[src/design/emrs_pkg.sv]
// ----------------------------------------------------------------------------
// emrs_pkg: shared types and constants for the extent map request splitter
// Request and result layouts, table geometry, mode and status codes.
// ----------------------------------------------------------------------------
package emrs_pkg;

    // Table geometry.
    localparam int MAX_EXTENTS = 64;
    localparam int IDX_W       = (MAX_EXTENTS > 1) ? $clog2(MAX_EXTENTS) : 1;
    localparam int CNT_W       = $clog2(MAX_EXTENTS + 1);

    // A sector is 512 bytes, so byte values are sector values shifted by this.
    localparam int SECTOR_SHIFT = 9;
    localparam int LEN_W        = 32 + SECTOR_SHIFT;
    localparam int PHYS_W       = 57;

    // Request modes.
    localparam logic [1:0] MODE_CLEAR  = 2'd0;
    localparam logic [1:0] MODE_APPEND = 2'd1;
    localparam logic [1:0] MODE_XLATE  = 2'd2;
    localparam logic [1:0] MODE_NONE   = 2'd3;

    // Result status codes.
    localparam logic [2:0] ST_SEG      = 3'd0;
    localparam logic [2:0] ST_ACK      = 3'd1;
    localparam logic [2:0] ST_FULL     = 3'd2;
    localparam logic [2:0] ST_UNMAPPED = 3'd3;
    localparam logic [2:0] ST_RANOUT   = 3'd4;

    typedef struct packed {
        logic [1:0]  mode;
        logic [47:0] extent_file_offset;
        logic [47:0] extent_start_lba;
        logic [31:0] extent_sectors;
        logic [47:0] request_offset;
        logic [30:0] request_length;
    } emrs_req_t;

    typedef struct packed {
        logic [2:0]        status;
        logic [31:0]       sequence_number;
        logic [7:0]        segment_device;
        logic [PHYS_W-1:0] physical_byte_offset;
        logic [30:0]       segment_length;
        logic              last;
    } emrs_res_t;

    // One stored extent.
    typedef struct packed {
        logic [47:0] file_offset;
        logic [47:0] lba;
        logic [31:0] sectors;
    } emrs_entry_t;

    // Commands from the controller to the datapath.
    typedef struct packed {
        logic       load_in;
        logic       do_clear;
        logic       do_append;
        logic       rd_issue;
        logic       eval;
        logic       calc;
        logic       idx_inc;
        logic       set_found;
        logic       rem_sub;
        logic       seq_inc;
        logic       out_load;
        logic       out_seg;
        logic       out_last;
        logic [2:0] out_status;
    } emrs_cmd_t;

    // Status from the datapath to the controller.
    typedef struct packed {
        logic [1:0] mode;
        logic       cnt_zero;
        logic       tbl_full;
        logic       last_idx;
        logic       hit;
        logic       rem_gt;
    } emrs_sts_t;

endpackage

[src/design/emrs_ctrl.sv]
// ----------------------------------------------------------------------------
// emrs_ctrl: sequencing state machine of the extent map request splitter
// Accepts requests, steps the table walk and owns the result valid flag.
// ----------------------------------------------------------------------------
module emrs_ctrl
    import emrs_pkg::*;
(
    input  logic       aclk,
    input  logic       aresetn,
    input  logic       s_valid,
    input  logic [1:0] s_mode,
    output logic       s_ready,
    output logic       m_valid,
    input  logic       m_ready,
    input  emrs_sts_t  sts,
    output emrs_cmd_t  cmd
);

    localparam logic [2:0] S_IDLE   = 3'd0;
    localparam logic [2:0] S_ACK    = 3'd1;
    localparam logic [2:0] S_READ   = 3'd2;
    localparam logic [2:0] S_EVAL   = 3'd3;
    localparam logic [2:0] S_CALC   = 3'd4;
    localparam logic [2:0] S_DECIDE = 3'd5;

    logic [2:0] state_reg;
    logic [2:0] state_next;
    logic       out_valid_reg;
    logic       out_valid_next;
    logic       slot_free;

    assign slot_free = ~out_valid_reg | m_ready;

    always_comb begin
        state_next = state_reg;
        cmd        = '0;
        s_ready    = 1'b0;
        case (state_reg)
            S_IDLE: begin
                s_ready = 1'b1;
                if (s_valid) begin
                    cmd.load_in = 1'b1;
                    case (s_mode)
                        MODE_CLEAR, MODE_APPEND: state_next = S_ACK;
                        MODE_XLATE:  state_next = sts.cnt_zero ? S_ACK : S_READ;
                        default:     state_next = S_IDLE;
                    endcase
                end
            end
            S_ACK: begin
                if (slot_free) begin
                    cmd.out_load = 1'b1;
                    cmd.out_last = 1'b1;
                    case (sts.mode)
                        MODE_CLEAR: begin
                            cmd.do_clear   = 1'b1;
                            cmd.out_status = ST_ACK;
                        end
                        MODE_APPEND: begin
                            if (sts.tbl_full) begin
                                cmd.out_status = ST_FULL;
                            end else begin
                                cmd.do_append  = 1'b1;
                                cmd.out_status = ST_ACK;
                            end
                        end
                        default: begin
                            cmd.out_status = ST_UNMAPPED;
                        end
                    endcase
                    state_next = S_IDLE;
                end
            end
            S_READ: begin
                cmd.rd_issue = 1'b1;
                state_next   = S_EVAL;
            end
            S_EVAL: begin
                cmd.eval   = 1'b1;
                state_next = S_CALC;
            end
            S_CALC: begin
                cmd.calc   = 1'b1;
                state_next = S_DECIDE;
            end
            S_DECIDE: begin
                if (sts.hit) begin
                    if (slot_free) begin
                        cmd.out_load = 1'b1;
                        cmd.out_seg  = 1'b1;
                        if (!sts.rem_gt) begin
                            cmd.out_status = ST_SEG;
                            cmd.out_last   = 1'b1;
                            cmd.seq_inc    = 1'b1;
                            state_next     = S_IDLE;
                        end else if (sts.last_idx) begin
                            cmd.out_status = ST_RANOUT;
                            cmd.out_last   = 1'b1;
                            state_next     = S_IDLE;
                        end else begin
                            cmd.out_status = ST_SEG;
                            cmd.rem_sub    = 1'b1;
                            cmd.idx_inc    = 1'b1;
                            cmd.set_found  = 1'b1;
                            state_next     = S_READ;
                        end
                    end
                end else if (sts.last_idx) begin
                    if (slot_free) begin
                        cmd.out_load   = 1'b1;
                        cmd.out_last   = 1'b1;
                        cmd.out_status = ST_UNMAPPED;
                        state_next     = S_IDLE;
                    end
                end else begin
                    cmd.idx_inc = 1'b1;
                    state_next  = S_READ;
                end
            end
            default: begin
                state_next = S_IDLE;
            end
        endcase
    end

    always_comb begin
        out_valid_next = out_valid_reg;
        if (cmd.out_load) begin
            out_valid_next = 1'b1;
        end else if (m_ready) begin
            out_valid_next = 1'b0;
        end
    end

    always_ff @(posedge aclk) begin
        if (!aresetn) begin
            state_reg     <= S_IDLE;
            out_valid_reg <= 1'b0;
        end else begin
            state_reg     <= state_next;
            out_valid_reg <= out_valid_next;
        end
    end

    assign m_valid = out_valid_reg;

endmodule

[config.mk]
export PLATFORM = sky130hd
export DESIGN_NAME = emrs_ctrl
export DESIGN_NICKNAME = d
export VERILOG_FILES = /design/src/design/emrs_pkg.sv /design/src/design/emrs_ctrl.sv
export SDC_FILE = /design/constraint.sdc
export NUM_CORES = 1
export LEC_CHECK = 0
export BUFFER_PORTS_ARGS = -buffer_cell sky130_fd_sc_hd__clkbuf_2
export CORE_AREA = 2 2 39 41
export CTS_CLUSTER_DIAMETER = 80
export CTS_CLUSTER_SIZE = 28
export DETAILED_ROUTE_END_ITERATION = 6
export DIE_AREA = 0 0 41 43
export MAX_ROUTING_LAYER = met4
export PLACE_DENSITY = 0.76
export SLEW_MARGIN = 15
export SYNTH_ARGS = -nofsm -noshare
export SYNTH_HDL_FRONTEND = slang
export SYNTH_SLANG_ARGS = --single-unit
[constraint.sdc]
create_clock -name aclk -period 1.45 [get_ports aclk]
set_input_delay 0.29 -clock aclk [delete_from_list [all_inputs] [get_ports aclk]]
set_output_delay 0.29 -clock aclk [all_outputs]
set_load 0.005 [all_outputs]
==> metrics.md, run 1 <==
| Metric | Value |
|---|---|
| Kind of cell with the highest combined delay on the critical path | `simple AND/OR/NAND/NOR gates` |
| Highest fanout seen on the critical path | `4` |
| Clock Skew | `0.000491 ns` |
| Finished Core Util | `50.7%` |
| Worst path cell trace | `and2b_4, buf_4, nand3_1, o21ai_0, clkbuf_2` |
| Root cell of the clock tree | `sky130_fd_sc_hd__clkbuf_4` |
| Area Overhead vs Synth | `62.1%` |
| Critical Setup Path Class | `flop to output port` |
| Synthesized net count | `70` |
| Max stage delay cell, worst path | `sky130_fd_sc_hd__dfxtp_2` |
| Maximum cell stage delay along the critical path | `0.32 ns` |
| Overall power consumption | `0.417 mW` |
| ANT cells | `0` |
| Vias in the first global route | `502` |
| Required time worst endpoint | `1.16 ns` |
| Worst min-delay path category | `input pin to flop` |
| Height of the chip | `43 um` |
| Startpoint kind of the worst setup timing path | `flop` |
| Total wire length | `1.27 mm` |
| Initial antenna violation count | `0` |
| Number of slew-limit violations in the final report | `0` |
| Total number of clock tree sinks | `4` |
| Number of nets with antenna violations after routing | `0` |
| Cell count of the worst reg-to-reg path | `5` |
| 1st-pass router iterations | `2` |
| Via-to-Cell Ratio | `5.11` |
| Insertion delay to the later sink of the worst-skew pair | `0.24 ns` |
| Commonest non-fill, non-tap cells in the layout | `sky130_fd_sc_hd__clkbuf_2, sky130_fd_sc_hd__buf_4, sky130_fd_sc_hd__o21ai_0, sky130_fd_sc_hd__buf_2, sky130_fd_sc_hd__nor2_1` |
| Per-cell routed wire length | `11.8 um` |
| Final setup violation count | `13` |
| Gr ovfl total | `0` |
| HPWL Detailed | `900 um` |
| Area of the die | `1760 um2` |
| Routability cong. | `0.781` |
| Remaining routing DRC violations | `0` |
| Endpoint of the lowest-slack register-to-register path | `state_reg[0]$_SDFFE_PN0P_` |
| Violated checks | `setup timing` |
| Port Buffer Count | `30` |
| Count of flip-flops with a built-in enable after synthesis | `0` |
| Most frequent standard cell in the layout excluding fill and tap cells | `sky130_fd_sc_hd__clkbuf_2` |
| Standard-cell row count | `14` |
| Reg-to-reg slack, setup | `0.26 ns` |
| Clock tree from TritonCTS | `built` |
| Setup repair after global routing missed its margin | `true` |
| Flip-flop count of the largest register after layout | `3` |
| Num CTS Buffers | `3` |
| Floorplan die width | `41 um` |
| Total power divided by cell area | `594 nW/um2` |
| Status | `complete, but fails checks` |
| Maximum number of pins on one net before global-route repair | `9` |
| Fraction of layout instances using a drive strength above 1 | `62.0%` |
| Highest clock frequency the design can meet | `618 MHz` |
| Final critical-path required period | `1.62 ns` |
| Slew Limit Headroom | `84.7%` |
| Arr. time, crit path | `1.33 ns` |
| Initial core utilization | `31.3%` |
| Final-layout worst hold slack | `0.359 ns` |
| Post-route clock period utilization | `112%` |
| Number of H-tree branching levels | `1` |
| Pleak | `0.348 nW` |
| Placed insts | `102` |
| Prevailing post-synth register cell | `sky130_fd_sc_hd__dfxtp_1` |
| Number of buffers between clock root and the deepest sink | `2` |
| Crit path buffers/inverters | `2` |
| FF+latch count, synth | `4` |
| Cell area after technology mapping | `433 um2` |
| Hold Path Cell Cnt | `2` |
| Initial drt markers | `2` |
| Final nets | `107` |
| Hold path endpoint | `m_valid$_SDFFE_PN0P_` |
| Worst IR drop on VDD | `0.204 mV` |
| Proportion of synthesized chip area in sequential cells | `18.5%` |
| GRT Util Overall | `16.3%` |
| Final Non-Filler Cells | `108` |
| Number of hold buffers added after CTS | `0` |
| Core Footprint | `1380 um2` |
| Cell count after synthesis | `57` |
| Minimum setup slack in the final design | `-0.169 ns` |
| Mean instance size in the synthesized netlist | `7.60 um2` |
| Total number of vias | `552` |
| Startpoint of the worst-slack reg-to-reg timing path | `state_reg[2]$_SDFFE_PN0P_` |
| Wire length of the first global-routing pass | `2.02 mm` |
| Slew at the pin closest to its max-slew limit | `0.227 ns` |
| Clock transition at the registers of the reported paths | `0.04 ns` |
| Number of warnings printed during yosys synthesis | `0` |
| Type of element capturing the critical path | `output port` |
| Number of hold violations in the final report | `0` |
| Max-cap violation count | `0` |
| Library cells used by synthesis | `30` |
| Synth async-reset ratio | `0%` |
| I/O pin count | `31` |
| Worst Min Path Start | `aresetn` |
where the power goes:
group	internal [mW]	switching, mW
clock network	0.0927	0.0467
logic	0.0834	0.0697
registers	0.117	0.00788
total	0.293	0.124
worst register-to-register path, cell delays in order (launching register included):
cell and delay (ns):
sky130_fd_sc_hd__dfxtp_4 0.36, sky130_fd_sc_hd__buf_4 0.16, sky130_fd_sc_hd__buf_4 0.14, sky130_fd_sc_hd__a21bo_2 0.18
sky130_fd_sc_hd__a31oi_1 0.14, sky130_fd_sc_hd__o211a_1 0.16
worst max-delay path by stage:
stage                              startpoint      end  slack (ns)  depth (start not counted)
floorplan           state_reg[0]$_SDFFE_PN0P_   cmd[8]        0.06                          5
global placement    state_reg[1]$_SDFFE_PN0P_   cmd[8]        0.06                          4
detailed placement  state_reg[2]$_SDFFE_PN0P_  cmd[15]        0.03                          4
CTS                 state_reg[1]$_SDFFE_PN0P_  cmd[15]       -0.14                          5
global route        state_reg[1]$_SDFFE_PN0P_   cmd[3]       -0.26                          5
finish              state_reg[1]$_SDFFE_PN0P_   cmd[3]       -0.17                          5
cells in the mapped netlist, drive strengths merged, types with 2 or more instances:
cell type | number | area [um2]
inv | 3 | 11.3
and2 | 2 | 12.5
nor3b | 6 | 45.0
a31oi | 2 | 12.5
a21boi | 3 | 22.5
nor2b | 2 | 15.0
nor2 | 5 | 18.8
nand3 | 2 | 10.0
dfxtp | 4 | 80.1
o21ai | 6 | 30.0
nand2 | 2 | 7.51
buf | 5 | 36.3
nand2b | 3 | 21.3
cell type report:
cell class,instances,area (um2)
inverter,3,11.3
sequential,4,86.3
timing repair buffer,37,221
clock buffer,3,22.5
tap,16,20.0
multi-input combinational,45,340
fill,133,682
logic make-up (layout without fill, tap and decap cells):
kind of cell / Yosys count / in the layout / synth area share (%)
compound gates: 16 / 16 / 24.9
buf+inv: 8 / 43 / 11.0
flops: 4 / 4 / 18.5
simple gates: 29 / 29 / 45.7
metrics by stage:
stage | instance area (um2) | setup WS [ns] | TNS, ns
final | 702 | -0.169 | -0.991
after global routing | 702 | -0.264 | -1.94
after CTS | 666 | -0.140 | -0.945
after detailed placement | 602 | 0.0345 | 0
after global placement | 602 | 0.0553 | 0
after floorplan | 438 | 0.0613 | 0
metal layers:
metal	wire length (um)	GRT usage [%]	up-vias	share of wire, %
li1	-	-	278	-
met1	530	20.8	257	42
met2	677	25.6	17	53
met3	61	1.57	0	4.8
met4	0	6.00	0	0
met5	0	-	-	0
timing repair:
item	in CTS	in global routing
pin swaps	5	2
gates resized for setup	9	14
setup buffers	2	1
endpoints found under the hold margin	0	0
setup endpoints to repair	16	14
Note: power is estimated with default switching activity, not from simulation.
==> run 2, diff against run 1 <==
--- a/config.mk
+++ b/config.mk
@@ -12,7 +12,8 @@
 export DETAILED_ROUTE_END_ITERATION = 6
 export DIE_AREA = 0 0 41 43
 export MAX_ROUTING_LAYER = met4
-export PLACE_DENSITY = 0.76
+export PLACE_DENSITY = 0.66
+export RECOVER_POWER = 25
 export SLEW_MARGIN = 15
 export SYNTH_ARGS = -nofsm -noshare
 export SYNTH_HDL_FRONTEND = slang
==> constraint.sdc (replaced) <==
create_clock -name aclk -period 1.75 [get_ports aclk]
set_input_delay 0.35 -clock aclk [delete_from_list [all_inputs] [get_ports aclk]]
set_output_delay 0.35 -clock aclk [all_outputs]
set_load 0.005 [all_outputs]
==> metrics.md, run 2 (synthesis results as in run 1) <==
| Metric | Value |
|---|---|
| Final setup violation count | `0` |
| Post-route clock period utilization | `94.5%` |
| End point of the critical path | `cmd[8]` |
| Worst IR drop on VDD | `0.258 mV` |
| Slew Limit Headroom | `82.8%` |
| Num CTS Buffers | `3` |
| Type of element capturing the critical path | `output port` |
| Reg-to-reg slack, setup | `0.64 ns` |
| Commonest non-fill, non-tap cells in the layout | `sky130_fd_sc_hd__clkbuf_2, sky130_fd_sc_hd__o21ai_0, sky130_fd_sc_hd__nor2_1` |
| Total power divided by cell area | `515 nW/um2` |
| Standard-cell row count | `14` |
| Area Overhead vs Synth | `45.1%` |
| Vias in the first global route | `451` |
| Total number of vias | `519` |
| Area of the die | `1760 um2` |
| ANT cells | `0` |
| Insertion delay to the later sink of the worst-skew pair | `0.23 ns` |
| Post-route design area | `628 um2` |
| Arr. time, crit path | `1.30 ns` |
| Startpoint of the worst-slack reg-to-reg timing path | `state_reg[2]$_SDFFE_PN0P_` |
| Most frequent standard cell in the layout excluding fill and tap cells | `sky130_fd_sc_hd__clkbuf_2` |
| Critical Setup Path Class | `flop to output port` |
| Number of hold violations in the final report | `0` |
| Clock tree from TritonCTS | `built` |
| Floorplan die width | `41 um` |
| Highest fanout seen on the critical path | `6` |
| Number of buffers between clock root and the deepest sink | `2` |
| Core Footprint | `1380 um2` |
| Total wire length | `1.07 mm` |
| Gr ovfl total | `0` |
| Startpoint kind of the worst setup timing path | `flop` |
| Layer carrying the most global-route usage | `met2` |
| Number of filler instances in the final layout | `151` |
| Status | `finished clean` |
| Area occupied by registers | `87.6 um2` |
| Fraction of layout instances using a drive strength above 1 | `52.3%` |
| Endpoint of the lowest-slack register-to-register path | `state_reg[0]$_SDFFE_PN0P_` |
| Port Buffer Count | `30` |
| Flip-flop count of the largest register after layout | `3` |
| Number of nets with antenna violations after routing | `0` |
| Worst min-delay path category | `input pin to flop` |
| Number of slew-limit violations in the final report | `0` |
| GRT Util Overall | `15.0%` |
| GRT met1 Usage | `18.5%` |
| Per-cell routed wire length | `10.5 um` |
| Number of H-tree branching levels | `1` |
| Setup repair after global routing missed its margin | `false` |
| Height of the chip | `43 um` |
| Highest clock frequency the design can meet | `604 MHz` |
| Slew at the pin closest to its max-slew limit | `0.255 ns` |
| Wire length of the first global-routing pass | `1.77 mm` |
| Met2 global-route usage | `20.9%` |
| Cell count of the worst reg-to-reg path | `2` |
| Required time worst endpoint | `1.40 ns` |
| HPWL Detailed | `854 um` |
| Pleak | `0.306 nW` |
| Area of the multi-input gates | `325 um2` |
| Final critical-path required period | `1.65 ns` |
| Initial antenna violation count | `0` |
| Initial drt markers | `4` |
| Area after DPL | `574 um2` |
| Clock Skew | `0.00189 ns` |
| Remaining routing DRC violations | `0` |
| Via-to-Cell Ratio | `5.09` |
| Total number of clock tree sinks | `4` |
| Routability cong. | `0.714` |
| Max-cap violation count | `0` |
| Initial core utilization | `31.3%` |
| I/O pin count | `31` |
| 1st-pass router iterations | `4` |
| Worst setup path startpoint | `state_reg[1]$_SDFFE_PN0P_` |
| Clock transition at the registers of the reported paths | `0.04 ns` |
| Number of buffers inserted to repair setup after CTS | `0` |
| Final nets | `101` |
| Met3 usage | `6.28%` |
| Setup tns final | `0 ns` |
| Maximum number of pins on one net before global-route repair | `12` |
| Root cell of the clock tree | `sky130_fd_sc_hd__clkbuf_4` |
==> run 2: through the flow <==
step / hold slack [ns] / util (%) / std cells / power [mW] / setup slack [ns]
final: 0.419 / 45.4 / 102 / 0.323 / 0.0956
after global routing: 0.416 / 45.4 / 102 / 0.354 / 0.00289
after CTS: 0.415 / 43.7 / 102 / 0.327 / 0.0438
after detailed placement: 0.630 / 41.5 / 99 / 0.207 / 0.141
after global placement: 0.616 / 41.5 / 99 / 0.205 / 0.180
after floorplan: 0.504 / - / 57 / 0.168 / 0.211
==> run 2: power breakdown <==
part	internal [mW]	switching [mW]
clock network	0.0767	0.0378
logic	0.0563	0.0482
registers	0.0964	0.00796
total	0.229	0.0939
==> run 2: layout make-up <==
cell class | instances | share of cell area [%]
clock buffer | 3 | 3.59
inverter | 3 | 1.79
multi-input combinational | 45 | 51.8
sequential | 4 | 13.9
tap | 16 | 3.19
timing repair buffer | 31 | 25.7
==> run 2: how the worst min path moves through the flow <==
stage                                   start                        end  slack, ns  cells after the start
floorplan                             aresetn       m_valid$_SDFFE_PN0P_       0.50                      1
global placement    state_reg[0]$_SDFFE_PN0P_  state_reg[2]$_SDFFE_PN0P_       0.62                      2
detailed placement  state_reg[0]$_SDFFE_PN0P_  state_reg[2]$_SDFFE_PN0P_       0.63                      2
CTS                                   aresetn       m_valid$_SDFFE_PN0P_       0.42                      2
global route                          aresetn       m_valid$_SDFFE_PN0P_       0.42                      2
finish                                aresetn       m_valid$_SDFFE_PN0P_       0.42                      2
==> run 2: per-layer routing <==
layer	vias to the layer above	routed length [um]
li1	266	-
met1	233	462
met2	20	543
met3	0	65
met4	0	0
met5	-	0
==> run 2: worst max-delay path, cell delays in order (launching register included) <==
cell and delay, ns:
sky130_fd_sc_hd__dfxtp_1 0.31, sky130_fd_sc_hd__and2b_4 0.29, sky130_fd_sc_hd__nand4_4 0.14, sky130_fd_sc_hd__nor3b_2 0.20
sky130_fd_sc_hd__clkbuf_2 0.14
==> run 2: what timing repair did <==
item / CTS / global route
pin swaps: 0 / 1
hold buffers: 0 / 0
resized for setup: 3 / 6
endpoints found under the setup margin: 4 / 5
==> run 3, diff against run 2 <==
--- a/config.mk
+++ b/config.mk
@@ -14,6 +14,7 @@
 export MAX_ROUTING_LAYER = met4
 export PLACE_DENSITY = 0.66
 export RECOVER_POWER = 25
+export REMOVE_ABC_BUFFERS = 1
 export SLEW_MARGIN = 15
 export SYNTH_ARGS = -nofsm -noshare
 export SYNTH_HDL_FRONTEND = slang
==> metrics.md, run 3 (synthesis results as in run 1) <==
| Metric | Value |
|---|---|
| Number of buffers inserted to repair setup after CTS | `0` |
| ANT cells | `0` |
| Root cell of the clock tree | `sky130_fd_sc_hd__clkbuf_4` |
| Highest fanout seen on the critical path | `11` |
| Highest clock frequency the design can meet | `600 MHz` |
| Post-place setup slack | `0.152 ns` |
| Final critical-path required period | `1.67 ns` |
| Insertion delay to the later sink of the worst-skew pair | `0.23 ns` |
| Area of the die | `1760 um2` |
| HPWL Detailed | `851 um` |
| Status | `finished clean` |
| Setup tns final | `0 ns` |
| Pleak | `0.300 nW` |
| Type of element capturing the critical path | `output port` |
| Commonest non-fill, non-tap cells in the layout | `sky130_fd_sc_hd__clkbuf_2, sky130_fd_sc_hd__o21ai_0, sky130_fd_sc_hd__nor3b_1, sky130_fd_sc_hd__nor2_1` |
| Most frequent standard cell in the layout excluding fill and tap cells | `sky130_fd_sc_hd__clkbuf_2` |
| Number of hold violations in the final report | `0` |
| Port Buffer Count | `30` |
| I/O pin count | `31` |
| Wire length of the first global-routing pass | `1.52 mm` |
| Total number of clock tree sinks | `4` |
| Area after DPL | `574 um2` |
| Post-route design area | `606 um2` |
| Via-to-Cell Ratio | `4.71` |
| Total number of vias | `480` |
| Initial drt markers | `4` |
| Per-cell routed wire length | `10.5 um` |
| Critical Setup Path Class | `flop to output port` |
| Total wire length | `1.08 mm` |
| Max-cap violation count | `0` |
| Number of H-tree branching levels | `1` |
| Worst IR drop on VDD | `0.303 mV` |
| Clock transition at the registers of the reported paths | `0.04 ns` |
| Number of nets with antenna violations after routing | `0` |
| Fraction of layout instances using a drive strength above 1 | `48.8%` |
| Setup repair after global routing missed its margin | `false` |
| Startpoint kind of the worst setup timing path | `flop` |
| Minimum setup slack in the final design | `0.0838 ns` |
| Required time worst endpoint | `1.40 ns` |
| Number of slew-limit violations in the final report | `0` |
| Height of the chip | `43 um` |
| GRT Util Overall | `12.8%` |
| Number of hold buffers added after CTS | `0` |
| Remaining routing DRC violations | `0` |
| Area Overhead vs Synth | `39.9%` |
| Slew Limit Headroom | `80.6%` |
| Floorplan die width | `41 um` |
| Post-route clock period utilization | `95.2%` |
| Final setup violation count | `0` |
| Num CTS Buffers | `3` |
| Number of buffers between clock root and the deepest sink | `2` |
| Initial antenna violation count | `0` |
| Arr. time, crit path | `1.32 ns` |
| Vias in the first global route | `397` |
| Core Footprint | `1380 um2` |
| Gr ovfl total | `0` |
| 1st-pass router iterations | `4` |
| Final nets | `101` |
| Worst min-delay path category | `input pin to flop` |
| Initial core utilization | `31.3%` |
| Number of filler instances in the final layout | `150` |
| Slew at the pin closest to its max-slew limit | `0.287 ns` |
| Clock tree from TritonCTS | `built` |
| Standard-cell row count | `14` |
| Maximum number of pins on one net before global-route repair | `12` |
| Flip-flop count of the largest register after layout | `3` |
| Routability cong. | `0.735` |
| Total power divided by cell area | `521 nW/um2` |
| Clock Skew | `0.00189 ns` |
==> run 3: cell counts in the layout (fill, tap and decap cells not counted) <==
Identical to the previous run, type by type.
==> run 3: metrics by stage <==
stage	hold WS [ns]	utilization (%)	total power [mW]	std cells
floorplan	0.504	-	0.158	52
global placement	0.617	41.5	0.204	99
detailed placement	0.626	41.5	0.207	99
CTS	0.423	43.7	0.325	102
global route	0.451	43.8	0.340	102
finish	0.431	43.8	0.316	102
==> run 3: area by class of cell <==
cell class	count	area, um2	area share (%)
inverters	3	11.3	1.86
flip-flops and latches	4	85.1	14.0
multi-input cells	45	310	51.2
well taps	16	20.0	3.31
clock buffers	3	22.5	3.72
repair buffers	31	156	25.8
==> run 3: power by group <==
group          internal [mW]  total (mW)  switching (mW)
Combinational         0.0510       0.100          0.0492
Sequential            0.0978       0.106         0.00770
Clock                 0.0764       0.110          0.0337
==> run 3: critical path: stages, from the launching register on <==
cell and delay, ns:
sky130_fd_sc_hd__dfxtp_2 0.38, sky130_fd_sc_hd__or3_1 0.40, sky130_fd_sc_hd__inv_1 0.08, sky130_fd_sc_hd__and2_1 0.12, sky130_fd_sc_hd__clkbuf_2 0.10
==> run 3: worst paths after layout <==
path / from / to / slack, ns / cells after the start
setup / recovery: state_reg[2]$_SDFFE_PN0P_ / cmd[15] / 0.08 / 4
setup reg to reg: state_reg[2]$_SDFFE_PN0P_ / state_reg[0]$_SDFFE_PN0P_ / 0.63 / 2
hold / removal: aresetn / m_valid$_SDFFE_PN0P_ / 0.43 / 2
hold reg to reg: state_reg[0]$_SDFFE_PN0P_ / state_reg[0]$_SDFFE_PN0P_ / 0.60 / 2
==> run 3: metal layers <==
layer	vias to the layer above	wire length, um	GRT usage (%)
met5	-	0	-
met4	0	0	8.00
met3	0	60	3.14
met2	12	526	18.8
met1	206	489	14.8
li1	262	-	-
==> run 3: what timing repair did <==
action	in CTS	in global routing
pin swaps	0	1
gates resized for setup	3	1
cloned	0	0
setup endpoints to repair	3	2
